$ cat src/rtl/core/i2c_mbe_pkg.sv
// Shared constants and types for the I2C master bit engine.
`timescale 1ns / 1ps
`default_nettype none

package i2c_mbe_pkg;

	localparam int unsigned FUNC_W  = 3;
	localparam int unsigned PHASE_W = 4;
	localparam int unsigned DELAY_W = 10;
	localparam int unsigned BITCNT_W = 4;
	localparam int unsigned CFG_W   = 8;
	localparam int unsigned IN_W    = 16;
	localparam int unsigned OUT_W   = 16;

	// command codes
	localparam logic [FUNC_W-1:0] CMD_NONE  = 3'd0;
	localparam logic [FUNC_W-1:0] CMD_START = 3'd1;
	localparam logic [FUNC_W-1:0] CMD_STOP  = 3'd2;
	localparam logic [FUNC_W-1:0] CMD_WRITE = 3'd3;
	localparam logic [FUNC_W-1:0] CMD_READ  = 3'd4;
	localparam logic [FUNC_W-1:0] CMD_WACK  = 3'd5;
	localparam logic [FUNC_W-1:0] CMD_ACK   = 3'd6;
	localparam logic [FUNC_W-1:0] CMD_NACK  = 3'd7;

	// sequence steps
	localparam logic [PHASE_W-1:0] PH_0 = 4'd0;
	localparam logic [PHASE_W-1:0] PH_1 = 4'd1;
	localparam logic [PHASE_W-1:0] PH_2 = 4'd2;
	localparam logic [PHASE_W-1:0] PH_3 = 4'd3;
	localparam logic [PHASE_W-1:0] PH_4 = 4'd4;

	// configuration register indexes
	localparam logic REG_UNIT_TICKS  = 1'b0;
	localparam logic REG_ACK_TIMEOUT = 1'b1;

	localparam logic [CFG_W-1:0]    UNIT_TICKS_RST  = 8'd32;
	localparam logic [CFG_W-1:0]    ACK_TIMEOUT_RST = 8'd250;
	localparam logic [7:0]          POLL_MAX        = 8'hFF;
	localparam logic [BITCNT_W-1:0] BITS_PER_BYTE   = 4'd8;

	// result word, lowest bit first: scl, sda, driven, busy, done, rx_byte, ack_failed
	typedef struct packed {
		logic [1:0] pad;
		logic       ack_failed;
		logic [7:0] rx_byte;
		logic       done_res;
		logic       busy_res;
		logic       sda_driven;
		logic       sda_level;
		logic       scl_level;
	} res_t;

endpackage

`default_nettype wire

$ cat src/rtl/core/i2c_master_bit_engine.sv
// I2C master bit engine: command sequencer for SCL/SDA, one tick per request.
// The result of a request is registered and shown in the cycle after acceptance.
// Throughput: one request per cycle; s_axis_tready drops only while the result
// register holds a result that m_axis has not taken.
// All command steps of a tick are resolved by the next-state logic in front of the
// state registers. Reset (arst_n low) drives SCL and SDA high, SDA driven, engine idle.
`timescale 1ns / 1ps
`default_nettype none

module i2c_master_bit_engine (
	input  wire logic        clk,
	input  wire logic        arst_n,
	input  wire logic        s_axis_tvalid,
	output logic             s_axis_tready,
	input  wire logic [15:0] s_axis_tdata,  // [2:0] func, [10:3] tx_byte, [11] sda_in
	output logic             m_axis_tvalid,
	input  wire logic        m_axis_tready,
	// [0] scl_level, [1] sda_level, [2] sda_driven, [3] busy_res, [4] done_res,
	// [12:5] rx_byte, [13] ack_failed
	output logic [15:0]      m_axis_tdata,
	input  wire logic        cfg_wen,
	input  wire logic        cfg_index,
	input  wire logic [7:0]  cfg_wdata
);

	// configuration
	logic [7:0] unit_ticks_q, ack_timeout_q;

	// engine state
	logic                                 scl_q, sda_q, dir_q, fail_q;
	logic [i2c_mbe_pkg::FUNC_W-1:0]       cmd_q;
	logic [i2c_mbe_pkg::PHASE_W-1:0]      phase_q;
	logic [i2c_mbe_pkg::DELAY_W-1:0]      delay_q;
	logic [i2c_mbe_pkg::BITCNT_W-1:0]     bit_q;
	logic [7:0]                           shift_q, poll_q, rx_q;

	logic                                 scl_d, sda_d, dir_d, fail_d, done_d;
	logic [i2c_mbe_pkg::FUNC_W-1:0]       cmd_d;
	logic [i2c_mbe_pkg::PHASE_W-1:0]      phase_d;
	logic [i2c_mbe_pkg::DELAY_W-1:0]      delay_d;
	logic [i2c_mbe_pkg::BITCNT_W-1:0]     bit_d, bit_inc;
	logic [7:0]                           shift_d, poll_d, rx_d, poll_inc;

	logic                                 m_valid_q;
	i2c_mbe_pkg::res_t                    res_q, res_d;

	logic                                 in_fire, run, ut_zero, accept_cmd;
	logic [i2c_mbe_pkg::FUNC_W-1:0]       func_in;
	logic [7:0]                           tx_in;
	logic                                 sda_in;
	logic [i2c_mbe_pkg::DELAY_W-1:0]      dly1, dly2, dly4;

	assign func_in = s_axis_tdata[2:0];
	assign tx_in   = s_axis_tdata[10:3];
	assign sda_in  = s_axis_tdata[11];

	assign s_axis_tready = !m_valid_q || m_axis_tready;
	assign in_fire       = s_axis_tvalid && s_axis_tready;
	assign m_axis_tvalid = m_valid_q;
	assign m_axis_tdata  = res_q;

	assign ut_zero = (unit_ticks_q == 8'd0);
	assign dly1    = {2'b00, unit_ticks_q};
	assign dly2    = {1'b0, unit_ticks_q, 1'b0};
	assign dly4    = {unit_ticks_q, 2'b00};

	always_comb begin
		scl_d      = scl_q;
		sda_d      = sda_q;
		dir_d      = dir_q;
		fail_d     = fail_q;
		cmd_d      = cmd_q;
		phase_d    = phase_q;
		delay_d    = delay_q;
		bit_d      = bit_q;
		shift_d    = shift_q;
		poll_d     = poll_q;
		rx_d       = rx_q;
		done_d     = 1'b0;
		run        = 1'b0;
		accept_cmd = 1'b0;
		bit_inc    = bit_q + 4'd1;
		poll_inc   = poll_q;

		if (in_fire) begin
			if (cmd_q == i2c_mbe_pkg::CMD_NONE) begin
				if (func_in != i2c_mbe_pkg::CMD_NONE) begin
					cmd_d      = func_in;
					phase_d    = i2c_mbe_pkg::PH_0;
					delay_d    = '0;
					bit_d      = '0;
					poll_d     = '0;
					shift_d    = (func_in == i2c_mbe_pkg::CMD_WRITE) ? tx_in : 8'd0;
					run        = 1'b1;
					accept_cmd = 1'b1;
				end
			end else if (delay_q != '0) begin
				delay_d = delay_q - 10'd1;
				run     = (delay_q == 10'd1);
			end else begin
				run = 1'b1;
			end
		end

		bit_inc  = bit_d + 4'd1;
		poll_inc = (poll_d != i2c_mbe_pkg::POLL_MAX) ? poll_d + 8'd1 : poll_d;

		if (run && ut_zero && accept_cmd) begin
			// zero-length delays: settles in this tick; a WACK may go on polling
			case (cmd_d)
				i2c_mbe_pkg::CMD_START: begin
					dir_d = 1'b1; sda_d = 1'b0; scl_d = 1'b0; done_d = 1'b1;
				end
				i2c_mbe_pkg::CMD_STOP: begin
					dir_d = 1'b1; sda_d = 1'b1; scl_d = 1'b1; done_d = 1'b1;
				end
				i2c_mbe_pkg::CMD_WRITE: begin
					dir_d = 1'b1; scl_d = 1'b0; sda_d = tx_in[0];
					shift_d = 8'd0; bit_d = i2c_mbe_pkg::BITS_PER_BYTE; done_d = 1'b1;
				end
				i2c_mbe_pkg::CMD_READ: begin
					dir_d = 1'b0; scl_d = 1'b1; shift_d = {8{sda_in}};
					rx_d = {8{sda_in}}; bit_d = i2c_mbe_pkg::BITS_PER_BYTE; done_d = 1'b1;
				end
				i2c_mbe_pkg::CMD_WACK: begin
					dir_d = 1'b0; sda_d = 1'b1; scl_d = 1'b1;
					if (!sda_in) begin
						scl_d = 1'b0; fail_d = 1'b0; done_d = 1'b1;
					end else begin
						poll_d = 8'd1;
						if (ack_timeout_q == 8'd0) begin
							fail_d = 1'b1; dir_d = 1'b1; sda_d = 1'b1; done_d = 1'b1;
						end else begin
							phase_d = i2c_mbe_pkg::PH_2;
						end
					end
				end
				i2c_mbe_pkg::CMD_ACK, i2c_mbe_pkg::CMD_NACK: begin
					dir_d = 1'b1; scl_d = 1'b0; done_d = 1'b1;
					sda_d = (cmd_d == i2c_mbe_pkg::CMD_NACK);
				end
				default: begin
					done_d = 1'b1;
				end
			endcase
		end else if (run) begin
			case (cmd_d)
				i2c_mbe_pkg::CMD_START: begin
					if (phase_d == i2c_mbe_pkg::PH_0) begin
						dir_d = 1'b1; sda_d = 1'b1; scl_d = 1'b1;
						delay_d = dly4; phase_d = i2c_mbe_pkg::PH_1;
					end else if (phase_d == i2c_mbe_pkg::PH_1) begin
						sda_d = 1'b0; delay_d = dly4; phase_d = i2c_mbe_pkg::PH_2;
					end else begin
						scl_d = 1'b0; done_d = 1'b1;
					end
				end
				i2c_mbe_pkg::CMD_STOP: begin
					if (phase_d == i2c_mbe_pkg::PH_0) begin
						dir_d = 1'b1; scl_d = 1'b0; sda_d = 1'b0;
						delay_d = dly4; phase_d = i2c_mbe_pkg::PH_1;
					end else if (phase_d == i2c_mbe_pkg::PH_1) begin
						scl_d = 1'b1; sda_d = 1'b1; delay_d = dly4; phase_d = i2c_mbe_pkg::PH_2;
					end else begin
						done_d = 1'b1;
					end
				end
				i2c_mbe_pkg::CMD_WRITE: begin
					if (phase_d == i2c_mbe_pkg::PH_0 || phase_d == i2c_mbe_pkg::PH_1) begin
						// first step falls straight through into the first data bit
						if (phase_d == i2c_mbe_pkg::PH_0) begin
							dir_d = 1'b1; scl_d = 1'b0;
						end
						sda_d   = shift_d[7];
						shift_d = {shift_d[6:0], 1'b0};
						delay_d = dly2; phase_d = i2c_mbe_pkg::PH_2;
					end else if (phase_d == i2c_mbe_pkg::PH_2) begin
						scl_d = 1'b1; delay_d = dly2; phase_d = i2c_mbe_pkg::PH_3;
					end else if (phase_d == i2c_mbe_pkg::PH_3) begin
						scl_d = 1'b0; bit_d = bit_inc; delay_d = dly2;
						phase_d = (bit_inc < i2c_mbe_pkg::BITS_PER_BYTE) ?
							i2c_mbe_pkg::PH_1 : i2c_mbe_pkg::PH_4;
					end else begin
						done_d = 1'b1;
					end
				end
				i2c_mbe_pkg::CMD_READ: begin
					if (phase_d == i2c_mbe_pkg::PH_0 || phase_d == i2c_mbe_pkg::PH_1) begin
						if (phase_d == i2c_mbe_pkg::PH_0) begin
							dir_d = 1'b0; shift_d = 8'd0;
						end
						scl_d = 1'b0; delay_d = dly2; phase_d = i2c_mbe_pkg::PH_2;
					end else if (phase_d == i2c_mbe_pkg::PH_2) begin
						scl_d = 1'b1; shift_d = {shift_d[6:0], sda_in};
						bit_d = bit_inc; delay_d = dly1;
						phase_d = (bit_inc < i2c_mbe_pkg::BITS_PER_BYTE) ?
							i2c_mbe_pkg::PH_1 : i2c_mbe_pkg::PH_3;
					end else begin
						rx_d = shift_d; done_d = 1'b1;
					end
				end
				i2c_mbe_pkg::CMD_WACK: begin
					if (phase_d == i2c_mbe_pkg::PH_0) begin
						dir_d = 1'b0; sda_d = 1'b1; delay_d = dly1; phase_d = i2c_mbe_pkg::PH_1;
					end else if (phase_d == i2c_mbe_pkg::PH_1) begin
						scl_d = 1'b1; delay_d = dly1; phase_d = i2c_mbe_pkg::PH_2;
					end else if (!sda_in) begin
						scl_d = 1'b0; fail_d = 1'b0; done_d = 1'b1;
					end else begin
						poll_d = poll_inc;
						if (poll_inc > ack_timeout_q) begin
							// timeout: flag it and run the stop sequence from this tick
							fail_d = 1'b1; dir_d = 1'b1;
							if (ut_zero) begin
								scl_d = 1'b1; sda_d = 1'b1; done_d = 1'b1;
							end else begin
								cmd_d = i2c_mbe_pkg::CMD_STOP; scl_d = 1'b0; sda_d = 1'b0;
								delay_d = dly4; phase_d = i2c_mbe_pkg::PH_1;
							end
						end
					end
				end
				i2c_mbe_pkg::CMD_ACK, i2c_mbe_pkg::CMD_NACK: begin
					if (phase_d == i2c_mbe_pkg::PH_0) begin
						scl_d = 1'b0; dir_d = 1'b1;
						sda_d = (cmd_d == i2c_mbe_pkg::CMD_NACK);
						delay_d = dly2; phase_d = i2c_mbe_pkg::PH_1;
					end else if (phase_d == i2c_mbe_pkg::PH_1) begin
						scl_d = 1'b1; delay_d = dly2; phase_d = i2c_mbe_pkg::PH_2;
					end else begin
						scl_d = 1'b0; done_d = 1'b1;
					end
				end
				default: begin
					done_d = 1'b1;
				end
			endcase
		end

		if (done_d) begin
			cmd_d   = i2c_mbe_pkg::CMD_NONE;
			phase_d = i2c_mbe_pkg::PH_0;
			delay_d = '0;
		end

		res_d            = '0;
		res_d.scl_level  = scl_d;
		res_d.sda_level  = sda_d;
		res_d.sda_driven = dir_d;
		res_d.busy_res   = (cmd_d != i2c_mbe_pkg::CMD_NONE);
		res_d.done_res   = done_d;
		res_d.rx_byte    = rx_d;
		res_d.ack_failed = fail_d;
	end

	always_ff @(posedge clk or negedge arst_n) begin
		if (!arst_n) begin
			unit_ticks_q  <= i2c_mbe_pkg::UNIT_TICKS_RST;
			ack_timeout_q <= i2c_mbe_pkg::ACK_TIMEOUT_RST;
		end else if (cfg_wen) begin
			if (cfg_index == i2c_mbe_pkg::REG_UNIT_TICKS) begin
				unit_ticks_q <= cfg_wdata;
			end else begin
				ack_timeout_q <= cfg_wdata;
			end
		end
	end

	always_ff @(posedge clk or negedge arst_n) begin
		if (!arst_n) begin
			scl_q     <= 1'b1;
			sda_q     <= 1'b1;
			dir_q     <= 1'b1;
			fail_q    <= 1'b0;
			cmd_q     <= i2c_mbe_pkg::CMD_NONE;
			phase_q   <= i2c_mbe_pkg::PH_0;
			delay_q   <= '0;
			bit_q     <= '0;
			shift_q   <= '0;
			poll_q    <= '0;
			rx_q      <= '0;
			m_valid_q <= 1'b0;
		end else begin
			if (in_fire) begin
				scl_q   <= scl_d;
				sda_q   <= sda_d;
				dir_q   <= dir_d;
				fail_q  <= fail_d;
				cmd_q   <= cmd_d;
				phase_q <= phase_d;
				delay_q <= delay_d;
				bit_q   <= bit_d;
				shift_q <= shift_d;
				poll_q  <= poll_d;
				rx_q    <= rx_d;
			end
			if (in_fire) begin
				m_valid_q <= 1'b1;
			end else if (m_axis_tready) begin
				m_valid_q <= 1'b0;
			end
		end
	end

	always_ff @(posedge clk) begin
		if (in_fire) begin
			res_q <= res_d;
		end
	end

	a_idle_clean: assert property (@(posedge clk) disable iff (!arst_n)
		cmd_q == i2c_mbe_pkg::CMD_NONE |-> (delay_q == '0 && phase_q == i2c_mbe_pkg::PH_0))
		else $error("idle engine holds a pending delay or step");

	a_bitcnt: assert property (@(posedge clk) disable iff (!arst_n)
		bit_q <= i2c_mbe_pkg::BITS_PER_BYTE)
		else $error("bit counter past one byte");

	a_done_idle: assert property (@(posedge clk) disable iff (!arst_n)
		(m_valid_q && res_q.done_res) |-> !res_q.busy_res)
		else $error("done reported while still busy");

	a_timeout_stop: assert property (@(posedge clk) disable iff (!arst_n)
		$rose(fail_q) |-> (cmd_q == i2c_mbe_pkg::CMD_STOP || res_q.done_res))
		else $error("ack timeout did not start the stop sequence");

endmodule

`default_nettype wire

$ cat config.mk
export PLATFORM = sky130hd
export DESIGN_NAME = i2c_master_bit_engine
export DESIGN_NICKNAME = d
export VERILOG_FILES = /design/src/rtl/core/i2c_mbe_pkg.sv /design/src/rtl/core/i2c_master_bit_engine.sv
export SDC_FILE = /design/constraint.sdc
export NUM_CORES = 1
export LEC_CHECK = 0
export BUFFER_PORTS_ARGS = -buffer_cell sky130_fd_sc_hd__buf_4
export CAP_MARGIN = 20
export CORE_MARGIN = 8
export CORE_UTILIZATION = 61
export CTS_CLUSTER_SIZE = 40
export DETAILED_ROUTE_END_ITERATION = 10
export GPL_TIMING_DRIVEN = 0
export MAX_ROUTING_LAYER = met4
export PLACE_DENSITY = 0.79
export SLEW_MARGIN = 40
export SYNTH_ARGS = -nofsm -noshare
export SYNTH_HDL_FRONTEND = slang
export SYNTH_SLANG_ARGS = --single-unit
$ cat constraint.sdc
create_clock -name clk -period 5 [get_ports clk]
set_input_delay 0.5 -clock clk [delete_from_list [all_inputs] [get_ports clk]]
set_output_delay 0.5 -clock clk [all_outputs]
set_load 0.1 [all_outputs]
# ---- After elaboration in Yosys (flattened, before gate mapping)
# Index checks and enable logic that the tools add are counted.
dict set report op_classes {
  add_sub_neg 3
  mul 0
  div_mod_pow 0
  n_lt_le_gt_ge 2
  n_eq_ne 13
  shift 0
  mux 182
  bitwise 1
  reduce_logical 24
}
# operator n
set op_table {}
lappend op_table {{2-to-1 mux 8 bit} 27}
lappend op_table {{2-to-1 mux 10 bit} 20}
lappend op_table {{2-to-1 mux 4 bit} 32}
lappend op_table {{2-to-1 mux 1 bit} 77}
lappend op_table {{one-hot mux 10 bit (5 select lines)} 1}
lappend op_table {{2-to-1 mux 3 bit} 13}
lappend op_table {{one-hot mux 8 bit (2 select lines)} 2}
lappend op_table {{zero test 8 bit} 2}
lappend op_table {{one-hot mux 4 bit (4 select lines)} 1}
lappend op_table {{== test 3 bit, second input constant} 4}
lappend op_table {{one-hot mux 1 bit (4 select lines)} 3}
lappend op_table {{== test 10 x 1 -> 1 bit, second input constant} 1}
lappend op_table {{nonzero test 10 bit} 1}
lappend op_table {{OR reduction 2 bit} 5}
lappend op_table {{subtractor 10 x 1 -> 10 bit, second input constant} 1}
lappend op_table {{== test 3 x 2 -> 1 bit, second input constant} 3}
lappend op_table {{adder 8 x 1 -> 8 bit, second input constant} 1}
lappend op_table {{== test 4 x 2 -> 1 bit, second input constant} 2}
lappend op_table {{greater-than comparator 8 bit} 1}
lappend op_table {{inequality test 8 bit, second input constant} 1}
lappend op_table {{one-hot mux 4 bit (2 select lines)} 1}
lappend op_table {{OR reduction 4 bit} 2}
lappend op_table {{one-hot mux 1 bit (3 select lines)} 2}
lappend op_table {{one-hot mux 1 bit (6 select lines)} 1}
lappend op_table {{16 further kinds} 21}
dict set report word_totals {
  register_bits 80
  latch_bits 0
  ramBits 0
  rom_bits 0
  input_bits 30
  out_inout_bits 18
  elab_cells 246
  n_memories 0
}

# ---- Logic depth before layout (Yosys ltp)
dict set report logic_depth {
  ltp_word 16
  depth_mapped 26
}

# ---- Worst setup path after synthesis
# OpenSTA, ideal clock, no wires.
dict set report synth_timing {
  kind {register -> register}
  startpoint {register m_valid_q, in the netlist m_axis_tvalid}
  endpoint {register phase_q[0] (netlist name)}
  setup_time_ns 0.146
  arrival_ns 5.344
  slack_ns -0.491
  path_stages_with_launch 26
  path_cell_list {dfrtp_1 nor2b_1 buf_4 inv_2 buf_2 nand4_1 clkbuf_1 nand2_1 inv_1 ha_1 and3_1 nand3_1 nor2_1 nor2_1 nand3_1 xor2_1 nor2_1 ha_1 a211o_1 a21oi_1 inv_1 o2111ai_1 buf_2 o211ai_1 a311oi_1 a211oi_1}
}
dict set report synth_between {
  elab_chain_cells 15
  word_cells_on_any_way 65
  classes_between {add/sub: 2; order compare: 2; eq/ne: 11; mux: 42; reduce/logical: 8}
}
# element line
set synth_lines {}
lappend synth_lines {{from (decl)} i2c_master_bit_engine.sv:44} ;# logic m_valid_q;
lappend synth_lines {{from (signal assigned)} i2c_master_bit_engine.sv:282} ;# m_valid_q <= 1'b0;
lappend synth_lines {{from (signal assigned)} i2c_master_bit_engine.sv:298} ;# m_valid_q <= 1'b1;
lappend synth_lines {{from (signal assigned)} i2c_master_bit_engine.sv:300} ;# m_valid_q <= 1'b0;
lappend synth_lines {{zero test 1 bit (*)} i2c_master_bit_engine.sv:57} ;# assign s_axis_tready = !m_valid_q || m_axis_tready;
lappend synth_lines {{logical OR 1 bit (*)} i2c_master_bit_engine.sv:57}
lappend synth_lines {{via s_axis_tready} i2c_master_bit_engine.sv:14} ;# output logic s_axis_tready,
lappend synth_lines {{logical AND 1 bit (*)} i2c_master_bit_engine.sv:58} ;# assign in_fire = s_axis_tvalid && s_axis_tready;
lappend synth_lines {{2-to-1 mux 8 bit} i2c_master_bit_engine.sv:85} ;# if (in_fire) begin
lappend synth_lines {{adder 8 x 1 -> 8 bit or inequality test 8 bit (tied branches)} i2c_master_bit_engine.sv:106} ;# poll_inc = (poll_d != i2c_mbe_pkg::POLL_MAX) ? poll_d + 8'd1 : poll_d;
lappend synth_lines {{2-to-1 mux 8 bit} i2c_master_bit_engine.sv:106}
lappend synth_lines {{greater-than comparator 8 bit} i2c_master_bit_engine.sv:211} ;# if (poll_inc > ack_timeout_q) begin
lappend synth_lines {{2-to-1 mux 4 bit or 2-to-1 mux 1 bit (tied branches)} i2c_master_bit_engine.sv:211}
lappend synth_lines {{2-to-1 mux 4 bit or 2-to-1 mux 1 bit (tied branches)} i2c_master_bit_engine.sv:207} ;# end else if (!sda_in) begin
lappend synth_lines {{2-to-1 mux 4 bit or 2-to-1 mux 1 bit (tied branches)} i2c_master_bit_engine.sv:205} ;# end else if (phase_d == i2c_mbe_pkg::PH_1) begin
lappend synth_lines {{2-to-1 mux 4 bit or 2-to-1 mux 1 bit (tied branches)} i2c_master_bit_engine.sv:203} ;# if (phase_d == i2c_mbe_pkg::PH_0) begin
lappend synth_lines {{one-hot mux 4 bit (4 select lines) or one-hot mux 1 bit (4 select lines) (tied branches)} i2c_master_bit_engine.sv:147} ;# case (cmd_d)
lappend synth_lines {{2-to-1 mux 4 bit or 2-to-1 mux 1 bit (tied branches)} i2c_master_bit_engine.sv:146} ;# end else if (run) begin
lappend synth_lines {{2-to-1 mux 4 bit or 2-to-1 mux 1 bit (tied branches)} i2c_master_bit_engine.sv:108} ;# if (run && ut_zero && accept_cmd) begin
lappend synth_lines {{2-to-1 mux 4 bit} i2c_master_bit_engine.sv:240} ;# if (done_d) begin
lappend synth_lines {{to (signal assigned)} i2c_master_bit_engine.sv:276} ;# phase_q <= i2c_mbe_pkg::PH_0;
lappend synth_lines {{to (signal assigned)} i2c_master_bit_engine.sv:290} ;# phase_q <= phase_d;
lappend synth_lines {{to (decl)} i2c_master_bit_engine.sv:32} ;# logic [i2c_mbe_pkg::PHASE_W-1:0] phase_q;
# Mark *: on every way through the listed nets, which the timed path passes. The rest lies on a longest branch.
# A chain may end at the register's enable or synchronous reset.

# ---- Worst setup path in the final report
dict set report layout_timing {
  startpoint {register m_valid_q, in the netlist m_axis_tvalid}
  endpoint {register delay_q[5] (netlist name)}
}
dict set report layout_between {
  elab_chain_cells 15
  word_cells_on_any_way 61
  classes_between {add/sub: 1; order compare: 1; eq/ne: 11; mux: 38; reduce/logical: 10}
}
# element line
set layout_lines {}
lappend layout_lines {{zero test 1 bit (*)} i2c_master_bit_engine.sv:57}
lappend layout_lines {{logical OR 1 bit (*)} i2c_master_bit_engine.sv:57}
lappend layout_lines {{logical AND 1 bit (*)} i2c_master_bit_engine.sv:58}
lappend layout_lines {{2-to-1 mux 8 bit} i2c_master_bit_engine.sv:85}
lappend layout_lines {{adder 8 x 1 -> 8 bit or inequality test 8 bit (tied branches)} i2c_master_bit_engine.sv:106}
lappend layout_lines {{2-to-1 mux 8 bit} i2c_master_bit_engine.sv:106}
lappend layout_lines {{greater-than comparator 8 bit} i2c_master_bit_engine.sv:211}
lappend layout_lines {{2-to-1 mux 1 bit} i2c_master_bit_engine.sv:211}
lappend layout_lines {{2-to-1 mux 1 bit} i2c_master_bit_engine.sv:207}
lappend layout_lines {{2-to-1 mux 1 bit} i2c_master_bit_engine.sv:205}
lappend layout_lines {{2-to-1 mux 1 bit} i2c_master_bit_engine.sv:203}
lappend layout_lines {{one-hot mux 1 bit (4 select lines)} i2c_master_bit_engine.sv:147}
lappend layout_lines {{2-to-1 mux 1 bit} i2c_master_bit_engine.sv:146}
lappend layout_lines {{2-to-1 mux 1 bit (*)} i2c_master_bit_engine.sv:108}
lappend layout_lines {{via done_d} i2c_master_bit_engine.sv:37} ;# logic scl_d, sda_d, dir_d, fail_d, done_d;
lappend layout_lines {{2-to-1 mux 10 bit (*)} i2c_master_bit_engine.sv:240}
lappend layout_lines {{to (signal assigned)} i2c_master_bit_engine.sv:291} ;# delay_q <= delay_d;
lappend layout_lines {{to (decl)} i2c_master_bit_engine.sv:33} ;# logic [i2c_mbe_pkg::DELAY_W-1:0] delay_q;
# Marked as above.

==> metrics <==
Crit Path Max Fanout=10; sequential area share after synthesis=34.4%; P&R area growth vs syn=14.8%; Post-Synthesis Cells=692; DP HPWL=15700 µm; TritonCTS clock tree=yes; worst skew pair latency=0.38 ns; initial antenna violation count=0; Ys Warns=0; Ant. Diodes=0; htree depth=3; Crit Path Category=register to register; Worst Tran Pin Value=0.911 ns; max-slew violation count=0; Routed WL per cell=24.6 µm; Post-CTS Hold Fix Bufs=0; GRT Util Overall=33.9%; CP most frequent cell=nor2_4; Max IR drop VDD=0.244 mV; EDFF count, synth=14; Slew headroom=38.5%; Multi-input gate area=3770 µm²; vias in the first global route=6268; worst stage delay on the critical path=0.48 ns; Clock Pin Slew Worst Setup and Hold Paths=0.09 ns; drt total wl=21800 µm; Final Hold Violating Endpoints=0; drt pass-1 iters=5; Iter 0 DRT Violations=896; FMAX=0.204 GHz; register area=2090 µm²; Final min period=4.90 ns; FILL cells=746; Mapped Area=6060 µm²; GRT overflow=0; max_cap viols=0; crit end category=register; power per cell area=472 nW/µm²; final setup violation count=0; largest net degree at the start of global routing=67; clock sink count=80; Nets=792; core area=9730 µm²; top_reg_cell synth=dfrtp_1; # port buffers=37; crit path DAT=5.18 ns; first-pass GRT wire length=33900 µm; share of cells above drive strength 1=22.5%; Die ar.=13400 µm²; Startpoint Class=register; static leakage=2.78 nW; final critical-path share of the clock period=97.9%; kind of cell adding the most delay to the critical path=simple AND/OR/NAND/NOR gates; CTS Buf Count=9; vias=6459; GP Congestion=1.01; initial core utilization=62.3%; Hold Crit Class=primary input to asynchronous set/reset pin; CP Buf/Inv Count=6; Vert. Die Dim=116 µm; Synth Register Bits=80; asr flop ratio synth=82.5%; Unique masters post-synth=87; outcome=finished clean; Worst EP required=5.28 ns; row count=36; Min Hold Slack=0.119 ns; reg-to-reg setup timing slack=0.10 ns; io pins=48; final total power=3.28 mW; Remaining DRCs=0; Mean Syn Cell Area=8.75 µm²; Root Buffer=clkbuf_8; clk_skew=0.0131 ns; CP max-delay cell=dfrtp_4; Via density=7.27; CTS Buffer Depth=2; chip width=116 µm; post-route ant nets=0
-- registers in the layout, summed over array words and instances (netlist names) --
name and cells:
poll_q 8, ack_timeout_q 8, fail_q 1, phase_q 4
cmd_q 3, rx_q 8, m_axis_tvalid 1, unit_ticks_q 8
delay_q 10, scl_q 1, shift_q 8, dir_q 1
bit_q 4, sda_q 1, m_axis_tdata 14
-- metal layers --
metal | share of wire [%] | GRT usage, % | wire length, µm
met1 | 38 | 41.4 | 8320
met5 | 0 | - | 0
met2 | 45 | 51.1 | 9850
met3 | 12 | 6.93 | 2620
met4 | 4.8 | 19.6 | 1040
-- worst paths after layout --
path	start	endpoint	cells past startpoint
max in group asynchronous	arst_n	m_axis_tvalid	1
hold reg to reg	shift_q[1]	shift_q[1]	1
min in group clk	cfg_wdata[6]	ack_timeout_q[6]	2
hold / removal	arst_n	cmd_q[1]	1
setup / recovery	m_axis_tvalid	delay_q[5]	25
setup reg to reg	m_axis_tvalid	delay_q[5]	25
-- metrics by stage --
step | instance area (µm²) | setup TNS (ns) | instances | setup slack, ns | util [%]
finish | 6950 | 0 | 888 | 0.104 | 71.5
global route | 6950 | -0.127 | 888 | -0.0449 | 71.5
CTS | 6830 | 0 | 884 | 0.0147 | 70.2
detailed placement | 6520 | -20.16 | 863 | -1.12 | 67.0
global placement | 6510 | -17.65 | 863 | -1.05 | 66.9
floorplan | 6070 | 0 | 693 | 0.0970 | -
-- placed cells by master, fill, tap and decap left out, drive strengths merged, types with 7 or more instances in the layout --
cell    Yosys  routed
nor2b       7       7
or2         7       7
nor2       70      70
a211oi      7       7
nor3       27      27
inv        24      25
a31oi      18      18
nand3      13      13
a221o      18      18
ha         12      12
nand4       9       9
a22o       15      15
clkbuf     19      28
nand2      65      65
o22ai      10      10
o211ai     11      11
dfrtp      56      56
o21ai      56      56
buf        28      74
edfxtp     14      14
mux2       16      16
a221oi      9       9
a41oi       7       7
o41ai       9       9
a21oi      43      43
dfstp      10      10
-- logic make-up (layout without fill, tap and decap cells) --
kind of cell / count (synthesis) / in the layout / synth area share [%]
multiplexers: 22 / 22 / 3.97
XOR/XNOR: 11 / 11 / 1.59
adder cells (fa/ha/maj): 12 / 12 / 2.48
AO/OA/AOI/OAI: 261 / 261 / 32.2
other: 1 / 2 / 0.0619
buffers and inverters: 71 / 133 / 5.33
flip-flops: 80 / 80 / 34.4
AND/OR/NAND/NOR: 234 / 234 / 19.9
-- cells in the mapped netlist, drive strengths merged, types with 4 or more instances --
master,number,area (µm²)
a41oi,7,80.1
a221o,18,180
a221oi,9,78.8
o221ai,4,35.0
dfstp,10,263
o21ai,56,288
or4,6,52.6
a31oi,18,113
nand4,9,71.3
mux2i,6,60.1
a311oi,5,43.8
o21a,5,37.5
o22ai,10,62.6
or3,5,31.3
a211oi,7,52.6
nor2,70,285
nand3,13,65.1
clkbuf,19,71.3
nor2b,7,43.8
nor4,4,52.6
nor3,27,173
and2,6,37.5
and3,4,25.0
xnor2,5,43.8
buf,28,161
or2,7,43.8
nand2b,6,37.5
o41ai,9,154
a21oi,43,234
ha,12,150
nand2,65,246
dfrtp,56,1400
o211ai,11,82.6
mux2,16,180
a22o,15,131
xor2,6,52.6
inv,24,90.1
a22oi,6,45.0
edfxtp,14,420
o31ai,6,45.0
-- worst reg2reg max path, stage by stage (launching register included) --
cell and delay, ns:
dfrtp_4 0.48, nor2b_1 0.13, buf_4 0.18, inv_2 0.10, buf_6 0.15, nand4_1 0.21, clkbuf_8 0.22, nand2_2 0.10
inv_1 0.06, ha_1 0.23, and3_1 0.21, nand3_1 0.13, nor2_4 0.08, nor2_4 0.11, nand3_1 0.12, xor2_1 0.20
nor2_1 0.07, ha_1 0.29, a211o_1 0.28, a21oi_2 0.14, inv_2 0.09, o211a_1 0.25, o31a_1 0.32, nor2_4 0.19
nor2_4 0.11, o41ai_2 0.35
-- repair_timing --
action	in CTS	in global routing
pin swaps	3	3
setup endpoints to repair	27	23
gates cloned	0	0
gates resized for setup	14	21
setup buffers	5	4
-- area by class of cell --
cell class | instances | share of cell area (%)
multi-input combinational | 542 | 54.3
clock inverter | 7 | 1.37
clock buffer | 9 | 1.78
inverter | 24 | 1.30
sequential | 80 | 30.0
buffer | 47 | 3.74
timing repair buffer | 46 | 5.08
tap | 133 | 2.39
-- power breakdown --
part / switching, mW / total (mW) / leakage, nW / internal, mW
Combinational: 1.21 / 1.78 / 1.70 / 0.574
Sequential: 0.134 / 0.946 / 0.969 / 0.812
Clock: 0.268 / 0.550 / 0.111 / 0.282
Total: 1.61 / 3.28 / 2.78 / 1.67
Power figures use the tool's default switching activity.
